==> config.mk <==
export PLATFORM = sky130hd
export DESIGN_NAME = html_entity_decoder_unit
export DESIGN_NICKNAME = d
export VERILOG_FILES = /design/src/hw/rtl/hed_pkg.sv /design/src/hw/rtl/hed_front.sv /design/src/hw/rtl/hed_queue.sv /design/src/hw/rtl/hed_emit.sv /design/src/hw/rtl/html_entity_decoder_unit.sv
export SDC_FILE = /design/constraint.sdc
export NUM_CORES = 1
export LEC_CHECK = 0
export BUFFER_PORTS_ARGS = -buffer_cell sky130_fd_sc_hd__buf_2
export CAP_MARGIN = 20
export CORE_MARGIN = 2
export CORE_UTILIZATION = 60
export CTS_CLUSTER_SIZE = 10
export DETAILED_ROUTE_END_ITERATION = 16
export PLACE_DENSITY = 0.77
export SETUP_SLACK_MARGIN = 0.4
export SYNTH_ARGS = -nofsm -noshare
export SYNTH_HDL_FRONTEND = slang
export SYNTH_SLANG_ARGS = --single-unit
==> constraint.sdc <==
create_clock -name clock -period 4.45 [get_ports clock]
set_input_delay 0.445 -clock clock [delete_from_list [all_inputs] [get_ports clock]]
set_output_delay 0.445 -clock clock [all_outputs]
set_load 0.02 [all_outputs]
==> src/hw/rtl/hed_pkg.sv <==
// ----------------------------------------------------------------------------
// HTML entity decoder package
// Shared types, character codes and the entity lookup used by the decoder.
// ----------------------------------------------------------------------------
`timescale 1ns / 1ps
`default_nettype none

package hed_pkg;

   // Number of bytes an open unit may hold before it is flushed.
   localparam int UnitDepth = 6;
   // Longest burst that one request can produce.
   localparam int BurstMax  = UnitDepth + 1;
   // Number of known entities.
   localparam int EntCount  = 6;
   // Command queue depth; must be a power of two.
   localparam int QueueDepth = 4;
   localparam int QPtrW      = $clog2(QueueDepth);

   localparam logic [7:0] CH_AMP  = 8'h26;
   localparam logic [7:0] CH_SEMI = 8'h3B;

   // Entity text without the closing semicolon, its length and its character.
   localparam logic [7:0] ENT_TEXT [EntCount][UnitDepth] = '{
      '{8'h26, 8'h71, 8'h75, 8'h6F, 8'h74, 8'h00},   // &quot
      '{8'h26, 8'h61, 8'h70, 8'h6F, 8'h73, 8'h00},   // &apos
      '{8'h26, 8'h61, 8'h6D, 8'h70, 8'h00, 8'h00},   // &amp
      '{8'h26, 8'h67, 8'h74, 8'h00, 8'h00, 8'h00},   // &gt
      '{8'h26, 8'h6C, 8'h74, 8'h00, 8'h00, 8'h00},   // &lt
      '{8'h26, 8'h66, 8'h72, 8'h61, 8'h73, 8'h6C}    // &frasl
   };
   localparam logic [2:0] ENT_LEN  [EntCount] = '{3'd5, 3'd5, 3'd4, 3'd3, 3'd3, 3'd6};
   localparam logic [7:0] ENT_CODE [EntCount] = '{8'h22, 8'h27, 8'h26, 8'h3E, 8'h3C, 8'h2F};

   // One burst of output bytes, handed from the front end to the emitter.
   typedef struct packed {
      logic                   last;
      logic [2:0]             count;
      logic [BurstMax-1:0][7:0] bytes;
   } hed_cmd_type;

   typedef struct packed {
      logic       hit;
      logic [7:0] code;
   } hed_match_type;

   // Compares the held bytes against every entity of the same length.
   function automatic hed_match_type entity_lookup(
      input logic [UnitDepth-1:0][7:0] held,
      input logic [2:0]                held_cnt
   );
      hed_match_type res;
      logic          ok;
      res.hit  = 1'b0;
      res.code = '0;
      for (int e = 0; e < EntCount; e++) begin
         ok = (ENT_LEN[e] == held_cnt);
         for (int i = 0; i < UnitDepth; i++) begin
            if ((3'(i) < ENT_LEN[e]) && (held[i] != ENT_TEXT[e][i])) begin
               ok = 1'b0;
            end
         end
         if (ok && !res.hit) begin
            res.hit  = 1'b1;
            res.code = ENT_CODE[e];
         end
      end
      return res;
   endfunction

endpackage

`default_nettype wire

==> src/hw/rtl/hed_front.sv <==
// ----------------------------------------------------------------------------
// HTML entity decoder front end
// Accepts input bytes, tracks open units and queues output bursts.
// ----------------------------------------------------------------------------
`timescale 1ns / 1ps
`default_nettype none

module hed_front
   import hed_pkg::*;
(
   input  wire logic        clock,
   input  wire logic        reset,
   input  wire logic        req_tvalid,
   output logic             req_tready,
   input  wire logic [7:0]  req_tdata,    // char_in
   input  wire logic        req_tlast,    // last_in
   output logic             push,
   output hed_cmd_type      cmd,
   input  wire logic        full
);

   typedef enum logic [1:0] {
      MODE_PLAIN,
      MODE_HOLD,
      MODE_SKIP
   } mode_type;

   mode_type                  mode_ff, mode_in;
   logic [2:0]                cnt_ff, cnt_in;
   logic [7:0]                held_ff [UnitDepth];
   logic [UnitDepth-1:0][7:0] held_vec;
   logic                      accept;
   logic                      wr_en;
   logic [2:0]                wr_idx;
   logic [BurstMax-1:0][7:0]  flush_bytes;
   hed_match_type             match;

   assign req_tready = !full;
   assign accept     = req_tvalid && req_tready;

   // Held bytes with the incoming byte placed right after them.
   always_comb begin
      for (int i = 0; i < UnitDepth; i++) begin
         held_vec[i]    = held_ff[i];
         flush_bytes[i] = (3'(i) == cnt_ff) ? req_tdata : held_ff[i];
      end
      flush_bytes[BurstMax-1] = req_tdata;
   end

   assign match = entity_lookup(held_vec, cnt_ff);

   // Request classification and next-state logic.
   always_comb begin
      mode_in   = mode_ff;
      cnt_in    = cnt_ff;
      wr_en     = 1'b0;
      wr_idx    = cnt_ff;
      push      = 1'b0;
      cmd.last  = req_tlast;
      cmd.count = 3'd1;
      cmd.bytes = '0;
      cmd.bytes[0] = req_tdata;
      if (accept) begin
         case (mode_ff)
            MODE_HOLD: begin
               if (req_tdata == CH_SEMI) begin
                  push = 1'b1;
                  if (match.hit) begin
                     cmd.bytes[0] = match.code;
                  end else begin
                     cmd.bytes = flush_bytes;
                     cmd.count = cnt_ff + 3'd1;
                  end
                  mode_in = MODE_PLAIN;
                  cnt_in  = 3'd0;
               end else if (cnt_ff < 3'(UnitDepth)) begin
                  wr_en  = 1'b1;
                  cnt_in = cnt_ff + 3'd1;
                  if (req_tlast) begin
                     push      = 1'b1;
                     cmd.bytes = flush_bytes;
                     cmd.count = cnt_ff + 3'd1;
                     mode_in   = MODE_PLAIN;
                     cnt_in    = 3'd0;
                  end
               end else begin
                  // Overlong unit: flush everything and pass the rest through.
                  push      = 1'b1;
                  cmd.bytes = flush_bytes;
                  cmd.count = 3'(BurstMax);
                  mode_in   = req_tlast ? MODE_PLAIN : MODE_SKIP;
                  cnt_in    = 3'd0;
               end
            end
            MODE_SKIP: begin
               push = 1'b1;
               if ((req_tdata == CH_SEMI) || req_tlast) begin
                  mode_in = MODE_PLAIN;
               end
            end
            default: begin
               mode_in = MODE_PLAIN;
               if ((req_tdata == CH_AMP) && !req_tlast) begin
                  wr_en   = 1'b1;
                  wr_idx  = 3'd0;
                  cnt_in  = 3'd1;
                  mode_in = MODE_HOLD;
               end else begin
                  push = 1'b1;
               end
            end
         endcase
      end
   end

   // State and held bytes.
   always_ff @(posedge clock) begin
      if (reset) begin
         mode_ff <= MODE_PLAIN;
         cnt_ff  <= 3'd0;
      end else begin
         mode_ff <= mode_in;
         cnt_ff  <= cnt_in;
      end
      if (wr_en) begin
         held_ff[wr_idx] <= req_tdata;
      end
   end

`ifndef SYNTHESIS
   a_hold_count: assert property (@(posedge clock) disable iff (reset)
      (mode_ff == MODE_HOLD) |-> (cnt_ff != 3'd0 && cnt_ff <= 3'(UnitDepth)))
      else $error("held count out of range while a unit is open");
   a_idle_count: assert property (@(posedge clock) disable iff (reset)
      (mode_ff != MODE_HOLD) |-> (cnt_ff == 3'd0))
      else $error("held count not clear outside an open unit");
`endif

endmodule

`default_nettype wire

==> src/hw/rtl/hed_queue.sv <==
// ----------------------------------------------------------------------------
// HTML entity decoder command queue
// Small register FIFO of output bursts between front end and emitter.
// ----------------------------------------------------------------------------
`timescale 1ns / 1ps
`default_nettype none

module hed_queue
   import hed_pkg::*;
(
   input  wire logic         clock,
   input  wire logic         reset,
   input  wire logic         push,
   input  wire hed_cmd_type  push_cmd,
   output logic              full,
   input  wire logic         pop,
   output hed_cmd_type       head_cmd,
   output logic              empty
);

   hed_cmd_type       mem_ff [QueueDepth];
   logic [QPtrW-1:0]  wr_ptr_ff, rd_ptr_ff;
   logic [QPtrW:0]    fill_ff;
   logic              do_push, do_pop;

   assign full     = (fill_ff == (QPtrW + 1)'(QueueDepth));
   assign empty    = (fill_ff == '0);
   assign do_push  = push && !full;
   assign do_pop   = pop && !empty;
   assign head_cmd = mem_ff[rd_ptr_ff];

   // Pointer and fill bookkeeping.
   always_ff @(posedge clock) begin
      if (reset) begin
         wr_ptr_ff <= '0;
         rd_ptr_ff <= '0;
         fill_ff   <= '0;
      end else begin
         if (do_push) begin
            wr_ptr_ff <= wr_ptr_ff + 1'b1;
         end
         if (do_pop) begin
            rd_ptr_ff <= rd_ptr_ff + 1'b1;
         end
         if (do_push && !do_pop) begin
            fill_ff <= fill_ff + 1'b1;
         end else if (do_pop && !do_push) begin
            fill_ff <= fill_ff - 1'b1;
         end
      end
      if (do_push) begin
         mem_ff[wr_ptr_ff] <= push_cmd;
      end
   end

`ifndef SYNTHESIS
   a_fill_range: assert property (@(posedge clock) disable iff (reset)
      fill_ff <= (QPtrW + 1)'(QueueDepth))
      else $error("queue fill count beyond depth");
   a_no_overrun: assert property (@(posedge clock) disable iff (reset)
      !(push && full))
      else $error("burst pushed into a full queue");
`endif

endmodule

`default_nettype wire

==> src/hw/rtl/hed_emit.sv <==
// ----------------------------------------------------------------------------
// HTML entity decoder emitter
// Pops bursts from the queue and sends them out one byte per transfer.
// ----------------------------------------------------------------------------
`timescale 1ns / 1ps
`default_nettype none

module hed_emit
   import hed_pkg::*;
(
   input  wire logic         clock,
   input  wire logic         reset,
   input  wire hed_cmd_type  head_cmd,
   input  wire logic         empty,
   output logic              pop,
   output logic              rsp_tvalid,
   input  wire logic         rsp_tready,
   output logic [7:0]        rsp_tdata,    // char_out
   output logic              rsp_tlast     // last_out
);

   logic [BurstMax-1:0][7:0] bytes_ff;
   logic [2:0]               rem_ff;
   logic                     last_ff;
   logic                     busy_ff;
   logic                     take;
   logic                     free;

   assign rsp_tvalid = busy_ff;
   assign rsp_tdata  = bytes_ff[0];
   assign rsp_tlast  = last_ff && (rem_ff == 3'd1);

   assign take = busy_ff && rsp_tready;
   assign free = !busy_ff || (take && rem_ff == 3'd1);
   assign pop  = free && !empty;

   // Burst register: load a new burst or shift out the byte just taken.
   always_ff @(posedge clock) begin
      if (reset) begin
         busy_ff <= 1'b0;
         rem_ff  <= 3'd0;
      end else if (pop) begin
         busy_ff <= 1'b1;
         rem_ff  <= head_cmd.count;
      end else if (take) begin
         busy_ff <= (rem_ff != 3'd1);
         rem_ff  <= rem_ff - 3'd1;
      end
      if (pop) begin
         bytes_ff <= head_cmd.bytes;
         last_ff  <= head_cmd.last;
      end else if (take) begin
         bytes_ff <= {8'h00, bytes_ff[BurstMax-1:1]};
      end
   end

`ifndef SYNTHESIS
   a_busy_rem: assert property (@(posedge clock) disable iff (reset)
      busy_ff |-> (rem_ff != 3'd0 && rem_ff <= 3'(BurstMax)))
      else $error("emitter busy with no bytes left");
`endif

endmodule

`default_nettype wire

==> src/hw/rtl/html_entity_decoder_unit.sv <==
// ----------------------------------------------------------------------------
// HTML entity decoder unit
// Decodes &quot; &apos; &amp; &gt; &lt; &frasl; in a byte stream.
// ----------------------------------------------------------------------------
// Requests arrive on the req_ stream, one text byte each, with req_tlast on
// the final byte of a text. Decoded bytes leave on the rsp_ stream, with
// rsp_tlast on the final byte produced for a request that carried req_tlast.
// A request can yield no byte (held inside an open unit), one byte, or a
// burst of up to seven bytes when a unit is flushed.
// Requests are taken one per cycle while the four-entry burst queue has room.
// With the queue and the emitter idle, an accepted request's burst is written
// into the queue and then loaded into the emitter's burst register, where
// rsp_tvalid rises; otherwise it waits behind the bytes already queued. The
// output side sends one byte per cycle while rsp_tready is high, so the
// emitter's single output port sets the sustained rate during flush bursts.
// A stalled receiver holds the current byte; the queue fills and then
// req_tready drops until space frees up.
// Synchronous reset returns the decoder to plain passthrough, empties the
// queue and drops rsp_tvalid; no clearing pass is needed.
// ----------------------------------------------------------------------------
`timescale 1ns / 1ps
`default_nettype none

module html_entity_decoder_unit
   import hed_pkg::*;
(
   input  wire logic        clock,
   input  wire logic        reset,
   input  wire logic        req_tvalid,
   output logic             req_tready,
   input  wire logic [7:0]  req_tdata,    // char_in
   input  wire logic        req_tlast,    // last_in
   output logic             rsp_tvalid,
   input  wire logic        rsp_tready,
   output logic [7:0]       rsp_tdata,    // char_out
   output logic             rsp_tlast     // last_out
);

   logic        push;
   logic        full;
   logic        pop;
   logic        empty;
   hed_cmd_type push_cmd;
   hed_cmd_type head_cmd;

   // Front end: classifies each request and builds output bursts.
   hed_front u_front (
      .clock      (clock),
      .reset      (reset),
      .req_tvalid (req_tvalid),
      .req_tready (req_tready),
      .req_tdata  (req_tdata),
      .req_tlast  (req_tlast),
      .push       (push),
      .cmd        (push_cmd),
      .full       (full)
   );

   // Burst queue between the two halves.
   hed_queue u_queue (
      .clock    (clock),
      .reset    (reset),
      .push     (push),
      .push_cmd (push_cmd),
      .full     (full),
      .pop      (pop),
      .head_cmd (head_cmd),
      .empty    (empty)
   );

   // Back end: serializes bursts onto the output stream.
   hed_emit u_emit (
      .clock      (clock),
      .reset      (reset),
      .head_cmd   (head_cmd),
      .empty      (empty),
      .pop        (pop),
      .rsp_tvalid (rsp_tvalid),
      .rsp_tready (rsp_tready),
      .rsp_tdata  (rsp_tdata),
      .rsp_tlast  (rsp_tlast)
   );

endmodule

`default_nettype wire
# Word-level counts from Yosys, hierarchy flattened
# Memories as Yosys holds them, arrays and structs flattened. A register that Yosys moved wholly into a read port is not among the register bits.
# Index checks and enable logic that the tools add are counted.
dict set report totals {
  regBits 73
  latch_bits 0
  mem_bits_rw 288
  romBits 0
  in_bits 13
  out_inout_bits 11
  wordCells 176
  mem_count 2
}
dict set report op_classes {
  add_sub_neg 6
  mul 0
  div_mod_pow 0
  magnitude_cmp 1
  n_eq_ne 32
  shift 0
  muxes 83
  bitwise_logic 1
  reduce_logical 36
}
# name words word_bits read_ports rd_ports_with_merged_regs wr line
set memory_table {}
lappend memory_table {u_queue.mem_ff 4 60 1 1 1 hed_queue.sv:21} ;# hed_cmd_type mem_ff [QueueDepth];
lappend memory_table {u_front.held_ff 6 8 6 0 1 hed_front.sv:30} ;# logic [7:0] held_ff [UnitDepth];
# cell count
set ops {}
lappend ops {{2-to-1 mux 59 bit} 5}
lappend ops {{inequality test 8 x 7 -> 1 bit, second input constant} 16}
lappend ops {{2-to-1 mux 56 bit} 2}
lappend ops {{2-to-1 mux 8 bit} 7}
lappend ops {{2-to-1 mux 9 bit} 6}
lappend ops {{2-to-1 mux 51 bit} 1}
lappend ops {{2-to-1 mux 1 bit} 40}
lappend ops {{2-to-1 mux 3 bit} 11}
lappend ops {{equality test 8 x 6 -> 1 bit, second input constant} 2}
lappend ops {{logical AND 1 bit} 15}
lappend ops {{2-to-1 mux 2 bit} 7}
lappend ops {{logical NOT 1 bit} 11}
lappend ops {{equality test 3 bit, first input constant} 3}
lappend ops {{inequality test 8 x 6 -> 1 bit, second input constant} 1}
lappend ops {{adder 3 x 1 -> 3 bit, second input constant} 2}
lappend ops {{equality test 2 x 3 -> 1 bit, first input constant} 2}
lappend ops {{logical NOT 3 bit} 2}
lappend ops {{one-hot mux 3 bit (2 select lines)} 1}
lappend ops {{AND reduction 3 bit} 2}
lappend ops {{nonzero test 2 bit} 3}
lappend ops {{subtractor 3 x 1 -> 3 bit, second input constant} 2}
lappend ops {{adder 2 x 1 -> 2 bit, second input constant} 2}
lappend ops {{inequality test 4 x 3 -> 1 bit, second input constant} 1}
lappend ops {{one-hot mux 1 bit (2 select lines)} 2}
lappend ops {{other kinds (12)} 13}

# Logic depth before layout (Yosys ltp)
# An unclocked memory read counts as a cell.
dict set report logic_depth {
  ltp_word 27
  depth_mapped 12
  depth_no_buf 10
}

# By module
# From an unflattened synthesis, not the netlist that was laid out.
dict set report hier_totals {
  cells_unflattened 966
  hier_area_um2 15423.5
}
# module instances cells_per_inst area_each_um2 seq_area_each_um2
set modules_own_cells {}
lappend modules_own_cells {hed_queue 1 362 9193.8 7387.1}
lappend modules_own_cells {hed_front 1 348 3555.9 1541.5}
lappend modules_own_cells {hed_emit 1 256 2673.8 1791.7}

# Worst setup path before layout
# No wires, ideal clock.
dict set report synth_path {
  kind {input-to-reg}
  start {input port req_tdata[1]}
  end {memory u_queue.mem_ff[1][0] (netlist bit) (enable)}
  setup_time_ns 0.424
  arrival_time_ns 3.341
  required_ns 4.026
  setup_slack_ns 0.685
  cell_stages 6
  path_buffers 1
  path_cell_list {buf_2 -> nand4bb_1 -> nor4_1 -> o21ai_1 -> a211oi_4 -> and2_1}
}
dict set report synth_via {
  elab_chain_cells 8
  word_cells_on_any_way 10
  cone_classes {2 x eq/ne; 6 x mux; 2 x reduce/logical}
}
# element line
set synth_lines {}
lappend synth_lines {{start, declared} html_entity_decoder_unit.sv:31} ;# input wire logic [7:0] req_tdata,
lappend synth_lines {{equality test 8 x 6 -> 1 bit} hed_front.sv:103} ;# if ((req_tdata == CH_AMP) && !req_tlast) begin
lappend synth_lines {{logical AND 1 bit} hed_front.sv:103}
lappend synth_lines {{2-to-1 mux 1 bit} hed_front.sv:103}
lappend synth_lines {{one-hot mux 1 bit (2 select lines) (*)} hed_front.sv:64} ;# case (mode_ff)
lappend synth_lines {{2-to-1 mux 1 bit (*)} hed_front.sv:63} ;# if (accept) begin
lappend synth_lines {{logical AND 1 bit (*)} hed_queue.sv:28} ;# assign do_push = push && !full;
lappend synth_lines {{net u_queue.do_push} hed_queue.sv:24} ;# logic do_push, do_pop;
lappend synth_lines {{2-to-1 mux 1 bit (*)} hed_queue.sv:51} ;# if (do_push) begin
lappend synth_lines {{2-to-1 mux 1 bit (implied by the code) (*)} hed_queue.sv:52} ;# mem_ff[wr_ptr_ff] <= push_cmd;
lappend synth_lines {{end, declared} hed_queue.sv:21}
# Mark *: on every way through the listed nets, which the timed path passes. The rest lies on a longest branch.

==> impl_metrics.toml <==
[critical_path]
critPathKind = "reg -> reg"
crit_slowest_cell = "dfxtp_1"
path_buf_inv = 1
r2r_cells = 8
path_max_fanout = 20
critical_path.max_stage_delay_ns = 0.50
timing.rr.end = "u_queue.mem_ff[1][41]"
startpoint_type = "flop"
cp-end-kind = "flop"
path_cells = "ha_1 -> ha_1 -> nand4b_1 -> nor3_1 -> a21oi_1 -> o221ai_4 -> buf_4 -> nor3_1"
arrival_ns = 3.51
r2r_slack_ns = 1.16
critPathLaunch = "u_front.cnt_ff[1]"
crit_family = "simple AND/OR/NAND/NOR gates"
critPathRequiredTime_ns = 4.68
r2r_start = "u_front.cnt_ff[1]"

[synth]
yosys_warnings = 0
ys_types = 57
syn-mean-instance-area_sq_um = 15.6
synth-edff-count = 345
ys_ff_latch = 363
syn_area_sq_mm = 0.0152
synthFlopType = "edfxtp_1"
seq_area_frac_synth_pct = 70.6
synth_nets = 999
async_flop_share_pct = 0
synth_cells = 971

[global_routing]
gr-total-overflow = 0
grt_usage_pct = 24.3
antenna_found_initial = 0
grt_max_degree = 61
grt_pass1_wl_microns = 48400
grt_pass1_vias = 8407

[power]
leakage_nw = 5.75
peakVddDrop_mv = 0.375
powerDensity_mw_per_mm2 = 579

[hold_path]
holdPathStages = 2
hp-class = "in -> reg"
holdPathEnd = "u_queue.wr_ptr_ff[1]"
min_from = "reset"

[die]
die_h_microns = 163
rows = 58
initial_utilization_pct = 60.7
die_x_microns = 163
core_sq_mm = 0.0250
floorplan.die_area_sq_mm = 0.0266
ioPinCount = 24

[sta]
slew_headroom_pct = 31.7
period_needed_ns = 3.29
report.final.slew_viol_count = 0
fin_tns_setup_ns = 0
setup_viol = 0
finClkSkew_ns = 0.0130
tightestPinTransition_ns = 1.02
rsz0062_at_grt = "false"
finalHoldViolCount = 0
fin_crit_sh_pct = 73.8
fmaxAchievable_mhz = 304

[run_status]
status = "completed"

[clock_tree]
hold_buffers = 0
cts_tree = "built"
root_buffer = "clkbuf_16"
clkLatencyLatePin_ns = 0.53
cts.sinks = 363
htreeDepth = 2
clkTransAtPathRegs_ns = 0.05
cts_setup_buffers = 0
cts_resized = 0
cts_made_buffers = 42
clockBufferDepth = 3

[place]
port_buffers = 23
gp_congestion = 0.976
dp_cells = 1280
dp_hpwl_microns = 18900

[drt]
drtAntennaViolNets = 0
vias = 8475
remaining_drc_errors = 0
first_iter_violations = 1177
wl_per_cell_microns = 23.3
wl_microns = 31300
dr.pass1.iters = 6
viasPerCell = 6.31

[cells_and_area]
fin_cells = 1343
drive_gt1_share_pct = 16.4
area_growth_pct = 10.6
layout.nets = 1024
antenna_cells = 0

[job]
drv_cap = 0
==> power by group <==
part	total [mW]	switching, mW	internal, mW
Combinational	1.99	1.19	0.801
Clock	2.98	1.21	1.76
Sequential	4.76	0.245	4.52
==> state kept, by name, indices dropped and copies added (netlist names), named ones only <==
signal and cells:
u_front.cnt_ff 3, u_emit.bytes_ff 48, u_front.held_ff 48, u_emit.last_ff 1
u_front.mode_ff 2, u_queue.rd_ptr_ff 2, u_queue.mem_ff 240, u_emit.rsp_tdata 8
u_queue.fill_ff 3, u_emit.rem_ff 3, u_queue.wr_ptr_ff 2, u_emit.rsp_tvalid 1
==> layer usage <==
metal  GRT usage [%]  wire length [microns]
met4            6.64                    590
met3            5.41                   2900
met5               0                      0
met1            35.4                  13200
met2            37.9                  14600
==> synth_stat cells (all sizes together) (4+ instances only) <==
| cell | n | area, sq um |
|---|---|---|
| mux2i | 47 | 470 |
| clkbuf | 36 | 135 |
| buf | 25 | 165 |
| nor2b | 4 | 25.0 |
| and2 | 14 | 87.6 |
| nor4bb | 6 | 60.1 |
| ha | 14 | 175 |
| nor4 | 7 | 43.8 |
| mux4 | 60 | 1350 |
| nand2 | 173 | 649 |
| nand2b | 5 | 31.3 |
| inv | 22 | 82.6 |
| nor2 | 35 | 131 |
| nor3 | 62 | 310 |
| o31ai | 5 | 37.5 |
| a21oi | 12 | 60.1 |
| edfxtp | 345 | 10400 |
| nand4 | 4 | 25.0 |
| dfxtp | 18 | 360 |
| or4 | 6 | 45.0 |
| xor2 | 4 | 35.0 |
| nand4b | 5 | 43.8 |
| o21ai | 14 | 70.1 |
==> worst register-to-register path: stages (launching register included) <==
cell and delay, ns:
dfxtp_1 0.50, ha_1 0.22, ha_1 0.47, nand4b_1 0.23, nor3_1 0.43, a21oi_1 0.13
o221ai_4 0.45, buf_4 0.38, nor3_1 0.18
==> per-stage QoR <==
| stage | setup slack (ns) | util (%) | cell area (sq um) | hold slack [ns] | power (mW) |
|---|---|---|---|---|---|
| floorplan | 0.685 | - | 15200 | 0.467 | 6.26 |
| global placement | 1.18 | 62.4 | 15600 | 0.490 | 6.76 |
| detailed placement | 1.11 | 62.4 | 15600 | 0.502 | 6.83 |
| CTS | 1.21 | 67.0 | 16800 | 0.267 | 9.79 |
| global route | 0.960 | 67.1 | 16800 | 0.285 | 10.2 |
| finish | 1.16 | 67.1 | 16800 | 0.281 | 9.73 |
==> cell type report <==
cell class	count	area [sq um]
Clock buffer	59	1150
Clock inverter	2	16.3
Fill cell	1619	8240
Inverter	23	86.3
Multi-Input combinational cell	524	4100
Sequential cell	363	10700
Tap cell	330	413
Timing Repair Buffer	42	318
==> cells in the final DEF, fill, tap and decap left out, drive strengths merged, types with 3 or more instances in the layout <==
| cell | n |
|---|---|
| edfxtp | 345 |
| nand2 | 173 |
| nor3 | 62 |
| mux4 | 60 |
| clkbuf | 59 |
| mux2i | 47 |
| buf | 42 |
| nor2 | 35 |
| inv | 24 |
| dfxtp | 18 |
| ha | 14 |
| o21ai | 14 |
| and2 | 14 |
| a21oi | 12 |
| nor4 | 7 |
| nor4bb | 6 |
| or4 | 6 |
| nand4b | 5 |
| nand2b | 5 |
| o31ai | 5 |
| nand4 | 4 |
| nor2b | 4 |
| xor2 | 4 |
| nand3 | 3 |
| and3b | 3 |
| a31oi | 3 |
| or3 | 3 |
| and4b | 3 |
| xnor2 | 3 |
| a211oi | 3 |
==> worst max-delay path by stage <==
stage                            end  depth (start not counted)
2_1_floorplan   u_queue.mem_ff[1][0]                          6
3_3_place_gp   u_queue.mem_ff[0][25]                          7
3_5_place_dp   u_queue.mem_ff[0][25]                          7
4_1_cts        u_queue.mem_ff[1][41]                          8
5_1_grt        u_queue.mem_ff[1][41]                          8
6_report       u_queue.mem_ff[1][41]                          8
==> cell families (layout without fill, tap and decap cells) <==
group / count (synthesis) / count (layout) / synth area share, %
simple gates: 345 / 345 / 10.8
fa+ha+maj: 16 / 16 / 1.35
xor+xnor: 7 / 7 / 0.404
flops: 363 / 363 / 70.6
buf+inv: 84 / 126 / 2.55
compound gates: 47 / 47 / 2.13
mux: 109 / 109 / 12.1
Power figures use the tool's default switching activity.
